<file path="src/sv/mbp_pkg.sv">
`timescale 1ns / 1ps
package mbp_pkg;

    localparam logic [1:0] REQ_WRITE      = 2'd0;
    localparam logic [1:0] REQ_ALIGN_ZERO = 2'd1;
    localparam logic [1:0] REQ_ALIGN_ONE  = 2'd2;

    localparam int unsigned MAX_FIELD_BITS = 32;
    localparam int unsigned MAX_BYTES      = 4;

    // completed bytes of one request, earliest byte in bits 31:24
    typedef struct packed {
        logic [31:0] bytes;
        logic [2:0]  nbytes;
    } t_job;

endpackage

</file>
<file path="src/sv/msb_first_bit_packer_core.sv">
`timescale 1ns / 1ps
// MSB-first bit packer. Each request on the slave stream either appends the low
// 1 to 32 bits of a value (a zero length does nothing, lengths above 32 count as
// 32) or pads the held bits to a byte boundary with zeros or ones; padding when
// already aligned does nothing. Up to 7 bits wait between requests. Every byte a
// request completes leaves on the master stream, earliest first, with tlast on
// the final byte of that request, so a request makes 0 to 4 bytes. A request is
// taken every cycle while the request queue (QUEUE_DEPTH entries) has room; the
// output sends one byte per cycle while the receiver is ready, so a request
// producing N bytes holds the output until all N have left, and sustained 32-bit
// writes are limited by the byte-wide output. The fourth request code does nothing.
module msb_first_bit_packer_core
    import mbp_pkg::*;
#(
    parameter int unsigned QUEUE_DEPTH = 2
) (
    input  logic        i_clk,
    input  logic        i_rst_n,
    input  logic        i_s_tvalid,
    output logic        o_s_tready,
    input  logic [39:0] i_s_tdata,  // field_value[31:0], field_length[37:32], zero[39:38]
    input  logic [1:0]  i_s_tuser,  // req_type[1:0]
    output logic        o_m_tvalid,
    input  logic        i_m_tready,
    output logic [7:0]  o_m_tdata,  // out_byte[7:0]
    output logic        o_m_tlast
);

    logic q_full;
    logic q_valid;
    logic q_pop;
    logic push;
    t_job push_job;
    t_job pop_job;
    logic accept;

    assign o_s_tready = !q_full;
    assign accept     = i_s_tvalid && !q_full;

    mbp_front u_front (
        .i_clk          (i_clk),
        .i_rst_n        (i_rst_n),
        .i_accept       (accept),
        .i_req_type     (i_s_tuser),
        .i_field_value  (i_s_tdata[31:0]),
        .i_field_length (i_s_tdata[37:32]),
        .i_queue_full   (q_full),
        .o_push         (push),
        .o_job          (push_job)
    );

    mbp_queue #(
        .DEPTH (QUEUE_DEPTH)
    ) u_queue (
        .i_clk   (i_clk),
        .i_rst_n (i_rst_n),
        .i_push  (push),
        .i_job   (push_job),
        .o_full  (q_full),
        .o_valid (q_valid),
        .o_job   (pop_job),
        .i_pop   (q_pop)
    );

    mbp_back u_back (
        .i_clk      (i_clk),
        .i_rst_n    (i_rst_n),
        .i_q_valid  (q_valid),
        .i_q_job    (pop_job),
        .o_q_pop    (q_pop),
        .o_m_tvalid (o_m_tvalid),
        .i_m_tready (i_m_tready),
        .o_m_tdata  (o_m_tdata),
        .o_m_tlast  (o_m_tlast)
    );

endmodule

</file>
<file path="src/sv/mbp_front.sv">
`timescale 1ns / 1ps
module mbp_front
    import mbp_pkg::*;
(
    input  logic        i_clk,
    input  logic        i_rst_n,
    input  logic        i_accept,
    input  logic [1:0]  i_req_type,
    input  logic [31:0] i_field_value,
    input  logic [5:0]  i_field_length,
    input  logic        i_queue_full,
    output logic        o_push,
    output t_job        o_job
);

    logic [6:0]  r_pend;
    logic [2:0]  r_cnt;
    logic [6:0]  n_pend;
    logic [2:0]  n_cnt;

    logic        op_en;
    logic [5:0]  len;
    logic [31:0] val;
    logic [31:0] len_mask;
    logic [38:0] acc;
    logic [5:0]  total;
    logic [2:0]  nb;
    logic [31:0] bytes;
    logic [1:0]  gap;

    always_comb begin
        op_en = 1'b0;
        len   = '0;
        val   = '0;
        case (i_req_type)
            REQ_WRITE: begin
                op_en = (i_field_length != 6'd0);
                len   = (i_field_length > 6'(MAX_FIELD_BITS)) ? 6'(MAX_FIELD_BITS)
                                                              : i_field_length;
                val   = i_field_value;
            end
            REQ_ALIGN_ZERO: begin
                op_en = (r_cnt != 3'd0);
                len   = 6'd8 - {3'd0, r_cnt};
                val   = '0;
            end
            REQ_ALIGN_ONE: begin
                op_en = (r_cnt != 3'd0);
                len   = 6'd8 - {3'd0, r_cnt};
                val   = '1;
            end
            default: begin
                op_en = 1'b0;
            end
        endcase

        len_mask = 32'((33'd1 << len) - 33'd1);
        acc      = ({32'd0, r_pend} << len) | {7'd0, val & len_mask};
        total    = len + {3'd0, r_cnt};
        nb       = total[5:3];
        bytes    = 32'(acc >> total[2:0]);
        gap      = 2'(3'(MAX_BYTES) - nb);

        n_pend = r_pend;
        n_cnt  = r_cnt;
        if (i_accept && op_en) begin
            n_cnt  = total[2:0];
            n_pend = acc[6:0] & 7'((8'd1 << total[2:0]) - 8'd1);
        end

        o_push       = i_accept && op_en && (nb != 3'd0);
        o_job.bytes  = bytes << {gap, 3'b000};
        o_job.nbytes = nb;
    end

    always_ff @(posedge i_clk) begin
        if (!i_rst_n) begin
            r_pend <= '0;
            r_cnt  <= '0;
        end else begin
            r_pend <= n_pend;
            r_cnt  <= n_cnt;
        end
    end

    a_push_size: assert property (@(posedge i_clk) disable iff (!i_rst_n)
        o_push |-> (o_job.nbytes != 3'd0) && (o_job.nbytes <= 3'(MAX_BYTES)))
        else $error("front pushed an empty or oversized request");

    a_pend_clean: assert property (@(posedge i_clk) disable iff (!i_rst_n)
        (r_pend >> r_cnt) == 7'd0)
        else $error("pending bits above the held count are not zero");

    a_no_overrun: assert property (@(posedge i_clk) disable iff (!i_rst_n)
        i_accept |-> !i_queue_full)
        else $error("request accepted while queue is full");

endmodule

</file>
<file path="src/sv/mbp_queue.sv">
`timescale 1ns / 1ps
module mbp_queue
    import mbp_pkg::*;
#(
    parameter int unsigned DEPTH = 2
) (
    input  logic i_clk,
    input  logic i_rst_n,
    input  logic i_push,
    input  t_job i_job,
    output logic o_full,
    output logic o_valid,
    output t_job o_job,
    input  logic i_pop
);

    localparam int unsigned AW = (DEPTH > 1) ? $clog2(DEPTH) : 1;
    localparam int unsigned CW = $clog2(DEPTH + 1);

    t_job          r_mem [DEPTH];
    logic [AW-1:0] r_wr;
    logic [AW-1:0] r_rd;
    logic [CW-1:0] r_cnt;
    logic [AW-1:0] n_wr;
    logic [AW-1:0] n_rd;
    logic [CW-1:0] n_cnt;
    logic          do_push;
    logic          do_pop;

    always_comb begin
        o_full  = (r_cnt == CW'(DEPTH));
        o_valid = (r_cnt != '0);
        o_job   = r_mem[r_rd];
        do_push = i_push && !o_full;
        do_pop  = i_pop && o_valid;
        n_wr    = r_wr;
        n_rd    = r_rd;
        n_cnt   = r_cnt;
        if (do_push) begin
            n_wr = (r_wr == AW'(DEPTH - 1)) ? '0 : r_wr + AW'(1);
        end
        if (do_pop) begin
            n_rd = (r_rd == AW'(DEPTH - 1)) ? '0 : r_rd + AW'(1);
        end
        if (do_push && !do_pop) begin
            n_cnt = r_cnt + CW'(1);
        end else if (do_pop && !do_push) begin
            n_cnt = r_cnt - CW'(1);
        end
    end

    always_ff @(posedge i_clk) begin
        if (do_push) begin
            r_mem[r_wr] <= i_job;
        end
    end

    always_ff @(posedge i_clk) begin
        if (!i_rst_n) begin
            r_wr  <= '0;
            r_rd  <= '0;
            r_cnt <= '0;
        end else begin
            r_wr  <= n_wr;
            r_rd  <= n_rd;
            r_cnt <= n_cnt;
        end
    end

    a_no_push_full: assert property (@(posedge i_clk) disable iff (!i_rst_n)
        i_push |-> !o_full)
        else $error("push into full queue");

    a_no_pop_empty: assert property (@(posedge i_clk) disable iff (!i_rst_n)
        i_pop |-> o_valid)
        else $error("pop from empty queue");

    a_count_range: assert property (@(posedge i_clk) disable iff (!i_rst_n)
        r_cnt <= CW'(DEPTH))
        else $error("queue count out of range");

endmodule

</file>
<file path="src/sv/mbp_back.sv">
`timescale 1ns / 1ps
module mbp_back
    import mbp_pkg::*;
(
    input  logic       i_clk,
    input  logic       i_rst_n,
    input  logic       i_q_valid,
    input  t_job       i_q_job,
    output logic       o_q_pop,
    output logic       o_m_tvalid,
    input  logic       i_m_tready,
    output logic [7:0] o_m_tdata,
    output logic       o_m_tlast
);

    logic [31:0] r_data;
    logic [2:0]  r_left;
    logic [31:0] n_data;
    logic [2:0]  n_left;
    logic        take;

    always_comb begin
        o_m_tvalid = (r_left != 3'd0);
        o_m_tdata  = r_data[31:24];
        o_m_tlast  = (r_left == 3'd1);
        take       = o_m_tvalid && i_m_tready;
        // refill when the output is idle or as the last byte of the current request leaves
        o_q_pop    = i_q_valid && (!o_m_tvalid || (o_m_tlast && take));
        n_data     = r_data;
        n_left     = r_left;
        if (o_q_pop) begin
            n_data = i_q_job.bytes;
            n_left = i_q_job.nbytes;
        end else if (take) begin
            n_data = {r_data[23:0], 8'd0};
            n_left = r_left - 3'd1;
        end
    end

    always_ff @(posedge i_clk) begin
        r_data <= n_data;
    end

    always_ff @(posedge i_clk) begin
        if (!i_rst_n) begin
            r_left <= '0;
        end else begin
            r_left <= n_left;
        end
    end

    a_left_range: assert property (@(posedge i_clk) disable iff (!i_rst_n)
        r_left <= 3'(MAX_BYTES))
        else $error("byte count out of range");

    a_drain_idle: assert property (@(posedge i_clk) disable iff (!i_rst_n)
        take && o_m_tlast && !o_q_pop |=> r_left == 3'd0)
        else $error("output not idle after final byte");

    a_stall_hold: assert property (@(posedge i_clk) disable iff (!i_rst_n)
        o_m_tvalid && !i_m_tready |=> $stable(r_data) && $stable(r_left))
        else $error("output byte changed while stalled");

endmodule

</file>
<file path="config.mk">
export PLATFORM = sky130hd
export DESIGN_NAME = msb_first_bit_packer_core
export DESIGN_NICKNAME = d
export VERILOG_FILES = /design/src/sv/mbp_pkg.sv /design/src/sv/msb_first_bit_packer_core.sv /design/src/sv/mbp_front.sv /design/src/sv/mbp_queue.sv /design/src/sv/mbp_back.sv
export SDC_FILE = /design/constraint.sdc
export NUM_CORES = 1
export LEC_CHECK = 0
export BUFFER_PORTS_ARGS = -buffer_cell sky130_fd_sc_hd__buf_2
export CAP_MARGIN = 10
export CORE_AREA = 2 2 135 137
export DETAILED_ROUTE_END_ITERATION = 10
export DIE_AREA = 0 0 137 139
export PLACE_DENSITY = 0.72
export SYNTH_ARGS = -nofsm -noshare
export SYNTH_HDL_FRONTEND = slang
export SYNTH_SLANG_ARGS = --single-unit
</file>
<file path="constraint.sdc">
create_clock -name i_clk -period 7.5 [get_ports i_clk]
set_input_delay 0.75 -clock i_clk [delete_from_list [all_inputs] [get_ports i_clk]]
set_output_delay 0.75 -clock i_clk [all_outputs]
set_load 0.1 [all_outputs]
</file>
==> run_results.csv <==
group,metric,value,unit
outcome,outcome,"complete, no violations",
synth,yosys-top-cells-area,"edfxtp_1, mux2i_1, o21ai_0",
synth,synth-compound-area-share,0.279,
critical_path,slowest_delay,870,ps
synth,async_reset_ff_frac,0,
sta,period_needed,5920,ps
synth,netlist_area,9520,µm²
synth,syn-num-nets,1131,
grt,grt_pass1_wl,51400,µm
routing,detail-route-antenna-nets,0,
synth,synth-edff-count,102,
synth,synth_top_family_by_area,"compound AO/OA/AOI/OAI gates",
critical_path,r2r-end,"u_queue.r_mem[1][27]",
synth,yosysMostFrequentCell,"edfxtp_1",
routing,wl_per_cell,25.2,µm
power_and_ir_drop,power,0.00305,W
final_layout,nFillCells,1549,
critical_path,ff2ff_path_depth,17,
routing,wl_met3,3140,µm
clock_network,cts_setup_buffers,0,
sta,holdWs,508,ps
place,numPortBuffers,54,
routing,num_vias,9282,
sta,finalSetupTns,0,ps
routing,viasPerCell,7.05,
floorplan,core_area,17700,µm²
critical_path,endpoint_kind,"register",
synth,seq_area_frac_synth,0.359,
grt,grt_usage,0.357,
sta,finClkSkew,15.9,ps
hold_path,hold_path.class,"register to register",
sta,rsz0062_at_grt,"false",
routing,wl_met2,14700,µm
synth,ys_warn_count,0,
floorplan,die_area,19000,µm²
critical_path,worstPathMaxFanout,17,
clock_network,hold_buffers,0,
floorplan,row_count,49,
synth,avgSynthCellArea,8.91,µm²
grt,antenna_found_initial,0,
synth,synthDistinctLibCells,101,
final_layout,final_nets,1136,
sta,fmax,169,MHz
synth,synth_simple_gate_area_frac,0.188,
place,place_congestion,1.01,
final_layout,layout-drive-gt1-share,0.152,
critical_path,reg2reg_from,"u_front.r_cnt[0]",
critical_path,cp_cell_sequence,"buf_2 -> inv_1 -> ha_1 -> nand2_1 -> a21oi_2 -> inv_1 -> fa_1 -> nor2b_1 -> o21ai_0 -> xor2_1 -> and2_1 -> inv_1 -> ha_1 -> nand2b_1 -> buf_4 -> a211oi_1 -> a311o_1 -> a211oi_1",
clock_network,cts_buffer_depth,2,
grt,grt_pass1_vias,8820,
synth,synthMuxAreaShare,0.0851,
final_layout,areaGrowthSynthToFinish,9.96,%
hold_path,hold_end,"u_back.r_left[0]",
synth,yosys.area_share.adder,0.0218,
clock_network,clkSlewWorstSetupHoldPaths,60,ps
grt,grt_overflow,0,
clock_network,clock_latency,430,ps
sta,hold_violations,0,
synth,ys_seq_elements,120,
clock_network,tritoncts,"done",
run,cap_violations,0,
critical_path,arrival,6120,ps
clock_network,htree_levels,4,
place,dpl.hpwl,24400,µm
clock_network,cts.repair.resized,0,
synth,synth_top_area_cell,"edfxtp_1",
hold_path,holdPathStages,2,
sta,final.period_utilization,0.790,
floorplan,die_w,137,µm
floorplan,ios,57,
floorplan,fp.dieH,139,µm
sta,slew_headroom,0.176,
routing,dr.pass1.iters,6,
grt,grt_max_degree,63,
routing,wl,33200,µm
final_layout,fin_cells,1316,
critical_path,crit_slowest_cell,"a21oi_2",
routing,dr.first_iter.drc_count,1364,
critical_path,start_kind,"input pin",
critical_path,crit_required,7700,ps
synth,syn_inst,1069,
synth,synth_flop_cell,"edfxtp_1",
sta,worstMarginPinSlew,1220,ps
routing,drc,0,
synth,synth_common_cells,"edfxtp_1, nor2_1, nand2_1",
power_and_ir_drop,leakagePower,3.64,nW
power_and_ir_drop,power_density,291,nW/µm²
routing,dr.max_layer_used,"met4",
sta,setup_viol,0,
final_layout,antennaDiodeCount,0,
power_and_ir_drop,vdd_drop_max,355,µV
critical_path,ff2ff_setup_slack,1640,ps
routing,wl_met1,13700,µm
sta,finalMaxSlewViolations,0,
critical_path,worstSetupPathType,"input pin to register",
hold_path,worstHoldStart,"u_back.r_left[0]",
critical_path,cp_top_family,"compound AO/OA/AOI/OAI gates",
clock_network,cts.sinks,120,
synth,synthDominantCellAreaShare,0.322,
clock_network,cts_inserted_buffers,17,
synth,synth-xor-area-share,0.0101,
floorplan,start_util,0.539,
clock_network,clock_tree.root_cell,"clkbuf_16",
critical_path,cp_num_buf_inv,5,
critical_path,cp_common_cell,"inv_1",
place,dp.cells,1284,
cell families (layout without fill, tap and decap cells):
| logic type | Yosys count | after routing |
|---|---|---|
| flip-flops | 120 | 120 |
| AO/OA/AOI/OAI | 374 | 374 |
| buffers and inverters | 118 | 136 |
| AND/OR/NAND/NOR | 358 | 358 |
| multiplexers | 72 | 72 |
| adder cells (fa/ha/maj) | 16 | 16 |
| XOR/XNOR | 11 | 11 |
worst min-delay path, delay by kind of cell (launching register included):
family	cells	cell delay [ps]
AOI/OAI and AO/OA	1	60
and+or+nand+nor	1	70
DFF	1	340
layer usage:
layer	track usage	vias up
met4	0.181	0
li1	-	4170
met3	0.0881	117
met5	0	-
met2	0.533	541
met1	0.479	4454
worst max-delay path by stage:
stage,start,endpoint,slack (ps),cells after the start
floorplan,i_s_tuser[0],u_queue.r_mem[0][0],1970,17
global placement,i_s_tuser[0],u_queue.r_mem[0][27],1440,18
detailed placement,i_s_tuser[0],u_queue.r_mem[0][27],1350,18
CTS,i_s_tuser[0],u_queue.r_mem[1][27],1780,18
global route,i_s_tuser[0],u_front.r_pend[6],1300,17
finish,i_s_tuser[0],u_queue.r_mem[1][27],1580,18
per-stage QoR:
| stage | setup slack (ps) | util | instance area [µm²] |
|---|---|---|---|
| final | 1580 | 0.593 | 10500 |
| after global routing | 1300 | 0.593 | 10500 |
| after CTS | 1780 | 0.593 | 10500 |
| after detailed placement | 1350 | 0.559 | 9860 |
| after global placement | 1440 | 0.559 | 9860 |
| after floorplan | 1970 | - | 9520 |
layout by cell type (no fill, tap or decap), types with 7 or more instances in the layout:
master / instances
mux2i_1: 57
o31ai_1: 8
nor2_1: 98
o221ai_1: 16
or3_1: 14
clkbuf_16: 17
nand3_1: 39
buf_4: 24
a21oi_1: 69
nand4_1: 9
buf_2: 54
nor4_1: 7
inv_1: 22
dfxtp_1: 17
a211oi_1: 25
o21ai_0: 75
nand2_1: 89
a22oi_1: 8
and2_1: 10
o211ai_1: 26
a21o_1: 13
edfxtp_1: 102
a31oi_1: 13
mux2_2: 8
nor3_1: 39
o2111ai_1: 8
a221oi_1: 7
nor2b_1: 12
o21a_1: 7
o22ai_1: 16
ha_1: 14
where the power goes:
group          switching, W  internal (W)
Sequential        0.0000366      0.000925
Combinational      0.000904      0.000338
Clock              0.000340      0.000504
layout make-up:
type / count / area (µm²) / area share
sequential: 120 / 3420 / 0.327
timing repair buffer: 78 / 450 / 0.0430
inverter: 26 / 97.6 / 0.00932
clock inverter: 15 / 184 / 0.0176
clock buffer: 17 / 425 / 0.0406
multi-input combinational: 831 / 5600 / 0.535
tap: 229 / 287 / 0.0274
state kept, by name (all words and copies together) (netlist names), named ones only:
register / count
u_queue.r_rd: 1
u_back.r_left: 3
u_queue.r_mem: 70
u_front.r_cnt: 3
u_front.r_pend: 7
u_back.r_data: 32
u_queue.r_wr: 1
u_queue.r_cnt: 2
(Power assumes the default switching activity.)
